**src/rtl/hb11_pkg.sv**
```systemverilog
// shared constants, types and register codes for the halfband decimator
package hb11_pkg;

   // default field widths
   localparam int SAMPLE_WIDTH_DEFAULT = 16;
   localparam int COEF_WIDTH_DEFAULT   = 18;

   // fixed point and filter shape
   localparam int FRAC_BITS    = 16;
   localparam int NUM_TAPS     = 7;
   localparam int DELAY_DEPTH  = 10;
   localparam int NUM_PSUMS    = (NUM_TAPS + 1) / 2;
   localparam int CENTER_TAP   = 3;
   localparam int CENTER_RESET = 32768;
   localparam int NUM_STAGES   = 5;

   // delay line position of each tap, 0 the oldest stored sample; DELAY_DEPTH marks the incoming sample
   localparam int TAP_POS [NUM_TAPS] = '{0, 2, 4, 5, 6, 8, 10};

   // configuration register indexes
   localparam int CSR_INDEX_WIDTH = 3;

   typedef enum logic [CSR_INDEX_WIDTH-1:0] {
      CSR_COEF_TAP0   = 3'd0,
      CSR_COEF_TAP2   = 3'd1,
      CSR_COEF_TAP4   = 3'd2,
      CSR_COEF_CENTER = 3'd3,
      CSR_COEF_TAP6   = 3'd4,
      CSR_COEF_TAP8   = 3'd5,
      CSR_COEF_TAP10  = 3'd6
   } csr_index_type;

   // per-stage load enables of the filter pipeline
   typedef struct packed {
      logic tap_en;
      logic prod_en;
      logic psum_en;
      logic sum_en;
      logic out_en;
   } pipe_ctrl_type;

endpackage

```
**src/rtl/hb11_delay_line.sv**
```systemverilog
// ten-deep I/Q delay line, decimation phase and tap selection
module hb11_delay_line #(
   parameter int SAMPLE_WIDTH = hb11_pkg::SAMPLE_WIDTH_DEFAULT
) (
   input  logic                             clock,
   input  logic                             reset,
   input  logic                             accept,
   input  logic signed [SAMPLE_WIDTH-1:0]   in_i,
   input  logic signed [SAMPLE_WIDTH-1:0]   in_q,
   output logic signed [SAMPLE_WIDTH-1:0]   taps_i [hb11_pkg::NUM_TAPS],
   output logic signed [SAMPLE_WIDTH-1:0]   taps_q [hb11_pkg::NUM_TAPS],
   output logic                             emit
);
   import hb11_pkg::*;

   logic signed [SAMPLE_WIDTH-1:0] dly_i_ff [DELAY_DEPTH];
   logic signed [SAMPLE_WIDTH-1:0] dly_q_ff [DELAY_DEPTH];
   logic signed [SAMPLE_WIDTH-1:0] dly_i_in [DELAY_DEPTH];
   logic signed [SAMPLE_WIDTH-1:0] dly_q_in [DELAY_DEPTH];
   logic                           odd_phase_ff;
   logic                           odd_phase_in;

   // shift on every transfer, newest at the top
   always_comb begin
      dly_i_in     = dly_i_ff;
      dly_q_in     = dly_q_ff;
      odd_phase_in = odd_phase_ff;
      if (accept) begin
         for (int k = 0; k < DELAY_DEPTH - 1; k++) begin
            dly_i_in[k] = dly_i_ff[k + 1];
            dly_q_in[k] = dly_q_ff[k + 1];
         end
         dly_i_in[DELAY_DEPTH - 1] = in_i;
         dly_q_in[DELAY_DEPTH - 1] = in_q;
         odd_phase_in              = ~odd_phase_ff;
      end
   end

   always_ff @(posedge clock) begin
      if (reset) begin
         for (int k = 0; k < DELAY_DEPTH; k++) begin
            dly_i_ff[k] <= '0;
            dly_q_ff[k] <= '0;
         end
         odd_phase_ff <= 1'b0;
      end else begin
         dly_i_ff     <= dly_i_in;
         dly_q_ff     <= dly_q_in;
         odd_phase_ff <= odd_phase_in;
      end
   end

   // window seen by the incoming sample
   for (genvar k = 0; k < NUM_TAPS; k++) begin : g_tap
      if (TAP_POS[k] == DELAY_DEPTH) begin : g_newest
         assign taps_i[k] = in_i;
         assign taps_q[k] = in_q;
      end else begin : g_stored
         assign taps_i[k] = dly_i_ff[TAP_POS[k]];
         assign taps_q[k] = dly_q_ff[TAP_POS[k]];
      end
   end

   assign emit = ~odd_phase_ff;

endmodule

```
**config.mk**
```make
export PLATFORM = sky130hd
export DESIGN_NAME = hb11_delay_line
export DESIGN_NICKNAME = d
export VERILOG_FILES = /design/src/rtl/hb11_pkg.sv /design/src/rtl/hb11_delay_line.sv
export SDC_FILE = /design/constraint.sdc
export NUM_CORES = 1
export LEC_CHECK = 0
export BUFFER_PORTS_ARGS = -buffer_cell sky130_fd_sc_hd__clkbuf_2
export CORE_UTILIZATION = 59
export DETAILED_ROUTE_END_ITERATION = 7
export GPL_TIMING_DRIVEN = 1
export PLACE_DENSITY = 0.89
export SLEW_MARGIN = 20
export SYNTH_ARGS = -nofsm -noshare
export SYNTH_HDL_FRONTEND = slang
export SYNTH_SLANG_ARGS = --single-unit
```
**constraint.sdc**
```tcl
create_clock -name clock -period 2.5 [get_ports clock]
set_input_delay 0.125 -clock clock [delete_from_list [all_inputs] [get_ports clock]]
set_output_delay 0.125 -clock clock [all_outputs]
set_load 0.01 [all_outputs]
```
==> impl_metrics.xml <==
<?xml version="1.0" encoding="UTF-8"?>
<metrics>
  <group name="global_route">
    <metric name="grt_max_degree" unit="">93</metric>
    <metric name="grt_pass1_wl" unit="um">38470</metric>
    <metric name="grt_use_total" unit="%">20.14</metric>
    <metric name="grt_remaining_overflow" unit="">0</metric>
    <metric name="first_global_vias" unit="">7772</metric>
    <metric name="antenna_found_initial" unit="">0</metric>
  </group>
  <group name="yosys">
    <metric name="synth.top_cells.by_count" unit="">dfxtp_1 (321), nor2_1 (321), mux2i_1 (320), buf_4 (228), buf_12 (32)</metric>
    <metric name="post_synthesis_cell_count" unit="">1260</metric>
    <metric name="ys.warnings.count" unit="">0</metric>
    <metric name="yosys.area.top_type_share" unit="%">48.13</metric>
    <metric name="synth-seq-area-share" unit="%">48.13</metric>
    <metric name="synth_fp_nets" unit="">1295</metric>
    <metric name="area_contributors_post_synth" unit="">dfxtp_1 (48%), mux2i_1 (24%), buf_4 (13%)</metric>
    <metric name="synth.avg_cell_area" unit="sq um">10.60</metric>
    <metric name="synthesis.area" unit="sq um">13350</metric>
    <metric name="synth_top_cell_by_area" unit="">dfxtp_1</metric>
    <metric name="synth_seq_cells" unit="">321</metric>
    <metric name="synth-main-ff-cell" unit="">dfxtp_1</metric>
    <metric name="yosys.cell_types.count" unit="">10</metric>
    <metric name="asyncSetResetFlopFracSynth" unit="%">0</metric>
    <metric name="synth-edff-count" unit="">0</metric>
  </group>
  <group name="finish">
    <metric name="utilization" unit="%">63.91</metric>
    <metric name="multi_input_comb_area" unit="sq um">4417</metric>
    <metric name="antenna_cells_inserted" unit="">0</metric>
    <metric name="seqCellArea" unit="sq um">6426</metric>
    <metric name="post_route_cells_drive_above_1_share" unit="%">24.17</metric>
    <metric name="fillerInstances" unit="">1724</metric>
    <metric name="post_layout_nonfiller_instances" unit="">1608</metric>
    <metric name="design.final.nets" unit="">1339</metric>
    <metric name="flow.area_growth_from_synthesis" unit="%">5.446</metric>
  </group>
  <group name="die">
    <metric name="design.portCount" unit="">260</metric>
    <metric name="floorplan.initialDensity" unit="%">60.61</metric>
    <metric name="coreArea" unit="sq um">22030</metric>
    <metric name="overall_die_area" unit="sq um">23230</metric>
    <metric name="die_x" unit="um">152.4</metric>
    <metric name="chipHeight" unit="um">152.4</metric>
    <metric name="row_count" unit="">54</metric>
  </group>
  <group name="placed_design">
    <metric name="port-buffer-count" unit="">259</metric>
    <metric name="placedCellCount" unit="">1516</metric>
    <metric name="hpwl" unit="um">15520</metric>
    <metric name="pre_cts_slack" unit="ns">1.076</metric>
    <metric name="place_congestion" unit="">0.7647</metric>
  </group>
  <group name="drt">
    <metric name="drt-pass1-iter-count" unit="">8</metric>
    <metric name="route.detailed.wl_per_inst" unit="um">15.01</metric>
    <metric name="route.antenna.remaining_nets" unit="">0</metric>
    <metric name="drc_errors" unit="">19</metric>
    <metric name="drt_iter0_markers" unit="">311</metric>
    <metric name="wl" unit="um">24140</metric>
    <metric name="detail_route.vias_per_cell" unit="">4.958</metric>
    <metric name="detailroute.via_count" unit="">7973</metric>
  </group>
  <group name="critical_path">
    <metric name="path_cells" unit="">clkbuf_2</metric>
    <metric name="startpoint_type" unit="">flop</metric>
    <metric name="critical_path.max_stage_delay" unit="ns">0.45</metric>
    <metric name="cp_data_required_time" unit="ns">2.38</metric>
    <metric name="worst_path_max_delay_cell" unit="">dfxtp_1</metric>
    <metric name="critical-path-top-delay-family" unit="">flip-flops</metric>
    <metric name="critical_path_depth" unit="">1</metric>
    <metric name="critPathMaxFanout" unit="">3</metric>
    <metric name="worstPathBufferInverterCount" unit="">1</metric>
    <metric name="worstSetupPathType" unit="">flop to output port</metric>
    <metric name="r2r.worst_path.cells" unit="">2</metric>
    <metric name="cp.arrival" unit="ns">1.12</metric>
    <metric name="critical_path.endpoint_type" unit="">output port</metric>
  </group>
  <group name="clock_network">
    <metric name="htree_levels" unit="">2</metric>
    <metric name="cts_root_buf" unit="">clkbuf_16</metric>
    <metric name="cts.repair_timing.setup_buffer_count" unit="">0</metric>
    <metric name="clock_latency" unit="ns">0.51</metric>
    <metric name="cts_num_sinks" unit="">321</metric>
    <metric name="cts_tree" unit="">built</metric>
    <metric name="numCtsBuffers" unit="">34</metric>
    <metric name="worst_setup_hold_path_clk_slew" unit="ns">0.06</metric>
    <metric name="cts_max_path_buffers" unit="">3</metric>
  </group>
  <group name="sta">
    <metric name="worst_max_slew_margin_expressed_relative_to_the_limit" unit="%">61.48</metric>
    <metric name="rsz0062_at_grt" unit="">false</metric>
    <metric name="finalHoldViolations" unit="">0</metric>
    <metric name="fin_skew" unit="ns">0.01936</metric>
    <metric name="final.setup.tns" unit="ns">0</metric>
    <metric name="maxSlewViolCount" unit="">0</metric>
    <metric name="setup_ws" unit="ns">1.258</metric>
    <metric name="fmaxAchievable" unit="MHz">805.0</metric>
    <metric name="finalCritPeriodShare" unit="%">49.69</metric>
    <metric name="max_slew.worst_pin.slew" unit="ns">0.5779</metric>
    <metric name="final.min_clock_period" unit="ns">1.242</metric>
    <metric name="timing.final.setup_violations" unit="">0</metric>
  </group>
  <group name="hold_path">
    <metric name="min-delay-path-class" unit="">input pin to flop</metric>
    <metric name="hold_depth" unit="">2</metric>
  </group>
  <group name="power_and_ir_drop">
    <metric name="max-vdd-ir-drop" unit="uV">592.1</metric>
    <metric name="p_per_area" unit="nW/um^2">746.0</metric>
    <metric name="power.static_leakage" unit="nW">6.859</metric>
  </group>
  <group name="job">
    <metric name="cap_viol_max_count" unit="">0</metric>
  </group>
  <group name="status">
    <metric name="status" unit="">finished with violations</metric>
    <metric name="violated_checks" unit="">design-rule violations</metric>
  </group>
</metrics>
cells by family after synthesis:
kind of cell,after synthesis,share of synthesized area (%)
xor+xnor,1,0.06562
buf+inv,297,18.78
flops,321,48.13
mux,320,23.99
simple gates,321,9.025
cell type report:
class,instances,share of cell area (%)
clock inverters,7,0.4000
inverters,1,0.02666
repair buffers,304,12.94
flip-flops and latches,321,45.65
multi-input cells,642,31.37
well taps,280,2.489
clock buffers,53,7.119
path summary, 6_finish.rpt:
kind / startpoint / to / slack, ns
setup reg to reg: taps_q[41] / taps_q[41] / 1.73
hold / removal: reset / dly_i_ff[32] / 0.07
setup / recovery: taps_i[33] / taps_i[33] / 1.26
hold reg to reg: taps_q[105] / taps_q[105] / 0.49
per-layer routing:
layer | GRT usage (%) | part of all wire [%]
met1 | 22.34 | 40
met2 | 37.37 | 51
met3 | 5.006 | 6.7
met4 | 6.830 | 2.3
met5 | 0 | 0
where the power goes:
part	switching [mW]	internal, mW	total (mW)
Sequential	0.0437	5.18	5.23
Clock	1.93	2.77	4.70
Combinational	0.315	0.260	0.575
Total	2.29	8.21	10.5
repair_timing:
action,CTS,global route
hold buffers,32,0
gates resized for setup,0,0
hold endpoints to repair,32,0
placed cells by master, fill, tap and decap left out:
cell           count
buf_12             7
buf_4              6
buf_8              2
clkbuf_1          11
clkbuf_16         34
clkbuf_2         257
clkbuf_8           8
clkinv_2           3
clkinv_8           1
clkinvlp_4         1
dfxtp_1          321
dlygate4sd3_1     32
inv_1              1
inv_6              2
mux2i_1          320
nor2_1           321
xnor2_1            1
state kept, by name, indices dropped and copies added (netlist names):
name / cells
taps_i: 96
taps_q: 96
dly_i_ff: 64
dly_q_ff: 64
odd_phase_ff: 1
through the flow:
stage	total power, mW	hold slack [ns]	instance area [sq um]
5_1_grt	10.87	0.09352	14080
4_1_cts	10.62	0.05702	14080
3_5_place_dp	5.871	0.3837	12700
2_1_floorplan	5.882	0.2722	13350
6_report	10.50	0.07459	14080
3_3_place_gp	5.861	0.3732	12700
No activity file was read; power rests on OpenSTA's default activity.
