File: config.mk
export PLATFORM = sky130hd
export DESIGN_NAME = hb11_coef_regs
export DESIGN_NICKNAME = d
export VERILOG_FILES = /design/src/rtl/hb11_pkg.sv /design/src/rtl/hb11_coef_regs.sv
export SDC_FILE = /design/constraint.sdc
export NUM_CORES = 1
export LEC_CHECK = 0
export ABC_AREA = 1
export BUFFER_PORTS_ARGS = -buffer_cell sky130_fd_sc_hd__buf_2
export CAP_MARGIN = 10
export CORE_MARGIN = 2
export CORE_UTILIZATION = 45
export DETAILED_ROUTE_END_ITERATION = 10
export HOLD_SLACK_MARGIN = 0.1
export PLACE_DENSITY = 0.81
export SLEW_MARGIN = 10
export SYNTH_ARGS = -nofsm -noshare
export SYNTH_HDL_FRONTEND = slang
export SYNTH_SLANG_ARGS = --single-unit
File: constraint.sdc
create_clock -name clock -period 1.2 [get_ports clock]
set_clock_uncertainty 0.15 [all_clocks]
set_input_delay 0 -clock clock [delete_from_list [all_inputs] [get_ports clock]]
set_output_delay 0 -clock clock [all_outputs]
set_load 0.005 [all_outputs]
File: src/rtl/hb11_pkg.sv
// shared constants, types and register codes for the halfband decimator
package hb11_pkg;

   // default field widths
   localparam int SAMPLE_WIDTH_DEFAULT = 16;
   localparam int COEF_WIDTH_DEFAULT   = 18;

   // fixed point and filter shape
   localparam int FRAC_BITS    = 16;
   localparam int NUM_TAPS     = 7;
   localparam int DELAY_DEPTH  = 10;
   localparam int NUM_PSUMS    = (NUM_TAPS + 1) / 2;
   localparam int CENTER_TAP   = 3;
   localparam int CENTER_RESET = 32768;
   localparam int NUM_STAGES   = 5;

   // delay line position of each tap, 0 the oldest stored sample; DELAY_DEPTH marks the incoming sample
   localparam int TAP_POS [NUM_TAPS] = '{0, 2, 4, 5, 6, 8, 10};

   // configuration register indexes
   localparam int CSR_INDEX_WIDTH = 3;

   typedef enum logic [CSR_INDEX_WIDTH-1:0] {
      CSR_COEF_TAP0   = 3'd0,
      CSR_COEF_TAP2   = 3'd1,
      CSR_COEF_TAP4   = 3'd2,
      CSR_COEF_CENTER = 3'd3,
      CSR_COEF_TAP6   = 3'd4,
      CSR_COEF_TAP8   = 3'd5,
      CSR_COEF_TAP10  = 3'd6
   } csr_index_type;

   // per-stage load enables of the filter pipeline
   typedef struct packed {
      logic tap_en;
      logic prod_en;
      logic psum_en;
      logic sum_en;
      logic out_en;
   } pipe_ctrl_type;

endpackage

File: src/rtl/hb11_coef_regs.sv
// coefficient register file written through the csr port
module hb11_coef_regs #(
   parameter int COEF_WIDTH = hb11_pkg::COEF_WIDTH_DEFAULT
) (
   input  logic                                   clock,
   input  logic                                   reset,
   input  logic                                   csr_wr_en,
   input  logic [hb11_pkg::CSR_INDEX_WIDTH-1:0]   csr_index,
   input  logic [COEF_WIDTH-1:0]                  csr_wdata,
   output logic signed [COEF_WIDTH-1:0]           coef [hb11_pkg::NUM_TAPS]
);
   import hb11_pkg::*;

   logic signed [COEF_WIDTH-1:0] coef_ff [NUM_TAPS];
   logic signed [COEF_WIDTH-1:0] coef_in [NUM_TAPS];

   // decode register writes; unknown indexes are dropped
   always_comb begin
      coef_in = coef_ff;
      if (csr_wr_en) begin
         case (csr_index_type'(csr_index))
            CSR_COEF_TAP0:   coef_in[0] = csr_wdata;
            CSR_COEF_TAP2:   coef_in[1] = csr_wdata;
            CSR_COEF_TAP4:   coef_in[2] = csr_wdata;
            CSR_COEF_CENTER: coef_in[3] = csr_wdata;
            CSR_COEF_TAP6:   coef_in[4] = csr_wdata;
            CSR_COEF_TAP8:   coef_in[5] = csr_wdata;
            CSR_COEF_TAP10:  coef_in[6] = csr_wdata;
            default: ;
         endcase
      end
   end

   // registers, center tap resets to one half
   always_ff @(posedge clock) begin
      if (reset) begin
         for (int k = 0; k < NUM_TAPS; k++) begin
            coef_ff[k] <= '0;
         end
         coef_ff[CENTER_TAP] <= COEF_WIDTH'(CENTER_RESET);
      end else begin
         coef_ff <= coef_in;
      end
   end

   assign coef = coef_ff;

endmodule

==> results of run 1 <==
[worst max-delay path, cell delays in order]
cell	delay (ps)
buf_2	180
nand2_1	110
buf_4	140
dlygate4sd3_1	590
nor2_4	140
buf_12	160
nor2_1	50
nor2_1	110
[metrics by stage]
stage          setup WS, ps  total power [mW]  TNS (ps)  instances  util [%]
2_1_floorplan           301              5.09         0        713         -
3_3_place_gp          -8.20              5.53     -42.2        986      56.2
3_5_place_dp          -30.4              5.55      -151        986      56.2
4_1_cts                28.5              10.8         0       1046      64.3
5_1_grt               -7.05              11.2     -9.64       1049      64.9
6_report               17.0              10.8         0       1049      64.9
[metal layers]
layer / vias up / wire (um)
li1: 2592 / -
met1: 2410 / 6420
met2: 243 / 8170
met3: 51 / 1260
met4: 0 / 632
met5: - / 0
[synthesized netlist by cell type]
cell type,n
buf_6,1
buf_1,10
inv_2,5
nand3_1,126
nand2_2,4
o21ai_0,1
dfxtp_1,126
inv_1,19
clkinv_1,1
nand2_1,127
nand2_4,1
nor2_4,9
nor2_2,3
nor2_1,249
buf_4,12
buf_2,19
[layout make-up]
type | instances | area, um2 | share of cell area [%]
timing repair buffer | 207 | 1460 | 20.7
clock buffer | 24 | 460 | 6.52
tap | 140 | 175 | 2.48
clock inverter | 7 | 135 | 1.91
multi-input combinational | 520 | 2210 | 31.3
inverter | 25 | 95.1 | 1.35
sequential | 126 | 2520 | 35.7
[cell usage in the layout (no fill, tap or decap)]
cell             n
nand3_1        126
clkinv_1         1
clkbuf_1         5
dlygate4sd3_1   30
buf_4           13
inv_2            4
dfxtp_2          2
bufinv_16        4
inv_1           19
nand2_4          1
nor2_4          10
o21ai_0          1
nand2_1        127
nor2_1         249
nor2_2           2
buf_12          15
dfxtp_1        124
buf_2          148
clkinv_2         4
clkbuf_8         3
nand2_2          4
clkbuf_16       17
[timing repair]
| action | CTS | global route |
|---|---|---|
| hold buffers | 29 | 2 |
| endpoints found under the setup margin | 0 | 30 |
| resized for setup | 0 | 3 |
| endpoints found under the hold margin | 126 | 37 |
| setup buffers | 0 | 1 |
[report_power, final]
group / internal (mW) / leakage [nW] / switching, mW
clock network: 3.46 / 0.293 / 1.81
registers: 4.33 / 1.03 / 0.0794
logic: 0.475 / 2.11 / 0.683
[cell families (layout without fill, tap and decap cells)]
group / Yosys count / in the layout / share of synthesized area [%]
and+or+nand+nor: 519 / 519 / 43.5
DFF: 126 / 126 / 49.9
buffers and inverters: 67 / 263 / 6.49
AOI/OAI and AO/OA: 1 / 1 / 0.0989
[worst paths after layout]
path | startpoint | endpoint | slack [ps] | depth (start not counted)
worst max-delay path | csr_index[0] | coef[58] | 20 | 8
worst min-delay path | csr_index[0] | coef[28] | 20 | 7
worst max register to register | coef[75] | coef[75] | 420 | 2
worst min register to register | coef[5] | coef[5] | 320 | 2
==> impl_metrics.json, run 1 <==
{
  "crit_type": "input port to register",
  "drt-total-wl_um": 16500,
  "drt_iter0_drc": 372,
  "grt_util_met3_pct": 7.35,
  "area_delta_synth_final_pct": 39.8,
  "drv_slew": 0,
  "grt_use_total_pct": 27.4,
  "gp_congestion": 0.842,
  "die_h_um": 110,
  "largest_reg_flops": 126,
  "use_met2_pct": 46.3,
  "max_cap_viol_count": 0,
  "clk_latency_ps": 520,
  "ir_drop_v": 0.00114,
  "dr.pass1.iters": 5,
  "grt_use_met1_pct": 31.8,
  "period_minus_slack_ps": 1180,
  "cts_buffers": 17,
  "drc": 0,
  "hold_path_class": "input port to register",
  "status": "finished, final reports clean",
  "clk_path_buf_depth": 2,
  "p_leak_nw": 3.43,
  "grt_pass1_wl_um": 24500,
  "p_per_area_nw_per_um2": 1540,
  "yosys_warnings": 0,
  "nets": 921,
  "ios": 150,
  "diodes": 0,
  "cts_tree": "done",
  "avgSynthCellArea_um2": 7.09,
  "cp_max_fo": 18,
  "via_per_inst": 5.05,
  "synthDominantCellAreaShare_pct": 49.9,
  "port_buffers": 149,
  "clk_pin_slew_ps": 60,
  "placed_area_um2": 6120,
  "synth_cells": 713,
  "die_x_um": 110,
  "cts_sinks": 126,
  "max_freq_mhz": 845,
  "initial_core_util_pct": 46.4,
  "grt_busiest_layer": "met2",
  "cp.required_ps": 1500,
  "dieArea_um2": 12100,
  "synth_seq_cells": 126,
  "root_buffer": "clkbuf_8",
  "cp.arrival_ps": 1490,
  "hold_violations": 0,
  "h-tree-depth": 4,
  "core-area_um2": 10900,
  "fin_area_um2": 7060,
  "synth_nets": 737,
  "critPathLaunchType": "input port",
  "fillCellCount": 936,
  "synth_area_leaders": "dfxtp_1 50%, nor2_1 18%, nand3_1 12%",
  "end_kind": "register",
  "first_global_vias": 4734,
  "tightestPinTransition_ps": 447,
  "netlist_area_um2": 5050,
  "wire_per_inst_um": 15.7,
  "antenna_found_initial": 0,
  "drive_gt1_share_pct": 25.0,
  "ant_nets": 0,
  "period_share_pct": 98.6,
  "slew_headroom_pct": 70.1,
  "ys_types": 16,
  "dr_total_vias": 5296,
  "synth_area_leader_cell": "dfxtp_1",
  "final-setup-viol-count": 0,
  "ys_seq_area_share_pct": 49.9,
  "rows": 38,
  "holdWs_ps": 22.7,
  "dp_hpwl_um": 9830,
  "overflow": 0,
  "grt_start_max_net_pins": 67
}
No activity file was read; power rests on OpenSTA's default activity.
==> run 2, diff against run 1 <==
Settings changed: SETUP_SLACK_MARGIN set to 0.5.
==> run 2 against run 1 <==
  * The run now ends with hold timing left
  * Clock power shrank 1%
  * Critical path depth shrank 7
  * Flip-flop and latch count is the same
  * Routed wire length grew 3.9%
  * Hold slack lost 190 ps
  * Largest cell class unchanged
  * Setup slack gained 34 ps
  * Non-clock buffer count shrank 12
  * Utilization grew 7.6 points
  * Combinational power grew 12%
  * Final cell count shrank 1.0%
==> impl_metrics.json, run 2 (synthesized netlist as in run 1, its figures left out) <==
{
  "rows": 38,
  "fillCellCount": 821,
  "largest_reg_flops": 126,
  "cts_tree": "done",
  "drt_iter0_drc": 430,
  "dieArea_um2": 12100,
  "antenna_found_initial": 0,
  "critPathTopFamily": "flip-flops",
  "clk_pin_slew_ps": 60,
  "gp_congestion": 0.792,
  "period_minus_slack_ps": 1150,
  "tightestPinTransition_ps": 498,
  "grt_util_met3_pct": 6.64,
  "drv_slew": 0,
  "layoutNonFillerInstCount": 1038,
  "slew_headroom_pct": 66.8,
  "ant_nets": 0,
  "initial_core_util_pct": 46.4,
  "dp_hpwl_um": 9790,
  "clk_latency_ps": 510,
  "hold_path_class": "input port to register",
  "period_share_pct": 95.7,
  "grt_pass1_wl_um": 24400,
  "hold_violations": 126,
  "cp.required_ps": 1050,
  "cts_buffers": 17,
  "status": "complete, but fails checks",
  "wire_per_inst_um": 16.5,
  "cp_max_fo": 2,
  "ir_drop_v": 0.00102,
  "p_per_area_nw_per_um2": 1390,
  "nets": 909,
  "p_leak_nw": 3.68,
  "dr_total_vias": 5456,
  "critPathLaunchType": "register",
  "clk_path_buf_depth": 2,
  "h-tree-depth": 4,
  "die_x_um": 110,
  "crit_buf_inv": 1,
  "violations": "hold timing",
  "via_per_inst": 5.26,
  "layout_common_cells": "173 x nor2_1, 126 x nand2_1, 126 x dfxtp_2",
  "rsz0062_at_grt": "yes",
  "dp.cells": 980,
  "drc": 0,
  "final_util_pct": 72.4,
  "cp.arrival_ps": 1000,
  "port_buffers": 149,
  "core-area_um2": 10900,
  "diodes": 0,
  "drt-total-wl_um": 17100,
  "final-setup-viol-count": 0,
  "crit_slowest_cell": "dfxtp_2",
  "max_cap_viol_count": 0,
  "grt_use_total_pct": 26.6,
  "overflow": 0,
  "cts_sinks": 126,
  "drive_gt1_share_pct": 50.6,
  "root_buffer": "clkbuf_8",
  "holdWs_ps": -164,
  "final_common_cell": "nor2_1",
  "path_cells": "buf_2",
  "ios": 150,
  "area_delta_synth_final_pct": 56.0,
  "dr.pass1.iters": 8,
  "cpPeakStageDelay_ps": 360,
  "grt_start_max_net_pins": 64,
  "grt_use_met1_pct": 33.6,
  "use_met2_pct": 43.0,
  "end_kind": "output pin",
  "crit_type": "register to output pin",
  "grt_busiest_layer": "met2",
  "die_h_um": 110,
  "first_global_vias": 4881,
  "max_freq_mhz": 870
}
-- run 2: cell types whose count changed in the layout (fill, tap and decap cells not counted), moves of 4 or more --
cell	change
nor2_4	+13
buf_6	+82
dfxtp_1	-124
dlygate4sd3_1	-29
inv_2	-4
nor2_1	-76
dfxtp_2	+124
buf_2	-67
nor2_2	+63
-- run 2: what timing repair did --
action / CTS / global route
setup buffers: 6 / 19
hold buffers: 1 / 1
setup endpoints to repair: 224 / 252
endpoints found under the hold margin: 126 / 126
gates resized for setup: 153 / 145
pin swaps: 128 / 50
-- run 2: per-stage QoR --
stage / power (mW) / worst slack (ps) / setup TNS, ps / cell area (um2)
final: 11.0 / 51.0 / 0 / 7890
after global routing: 11.3 / 34.2 / 0 / 7890
after CTS: 10.8 / 55.6 / 0 / 7080
after detailed placement: 5.55 / -8.88 / -18.8 / 6120
after global placement: 5.54 / 13.9 / 0 / 6120
after floorplan: 5.13 / 431 / 0 / 5240
-- run 2: final cells by class --
cell class	instances	area, um2	share of cell area (%)
clock buffers	22	463	5.87
clock inverters	10	136	1.73
inverters	25	141	1.79
multi-input cells	520	2500	31.8
flip-flops and latches	126	2680	34.0
well taps	140	175	2.22
repair buffers	195	1780	22.6
-- run 2: per-layer routing --
layer  up-vias  routed length (um)
met3        53                1650
met1      2542                6670
met2       290                8290
li1       2571                   -
met4         0                 507
met5         -                   0
-- run 2: worst paths after layout --
check	start	depth (start not counted)	to	slack [ps]
hold / removal	csr_wr_en	6	coef[87]	-160
setup reg to reg	coef[41]	4	coef[41]	280
hold reg to reg	coef[56]	2	coef[56]	300
setup / recovery	coef[53]	1	coef[53]	50
-- run 2: power by group --
part	switching [mW]	total, mW	internal (mW)
combinational	0.736	1.30	0.565
sequential	0.116	4.48	4.36
clock	1.88	5.20	3.32
total	2.73	11.0	8.25
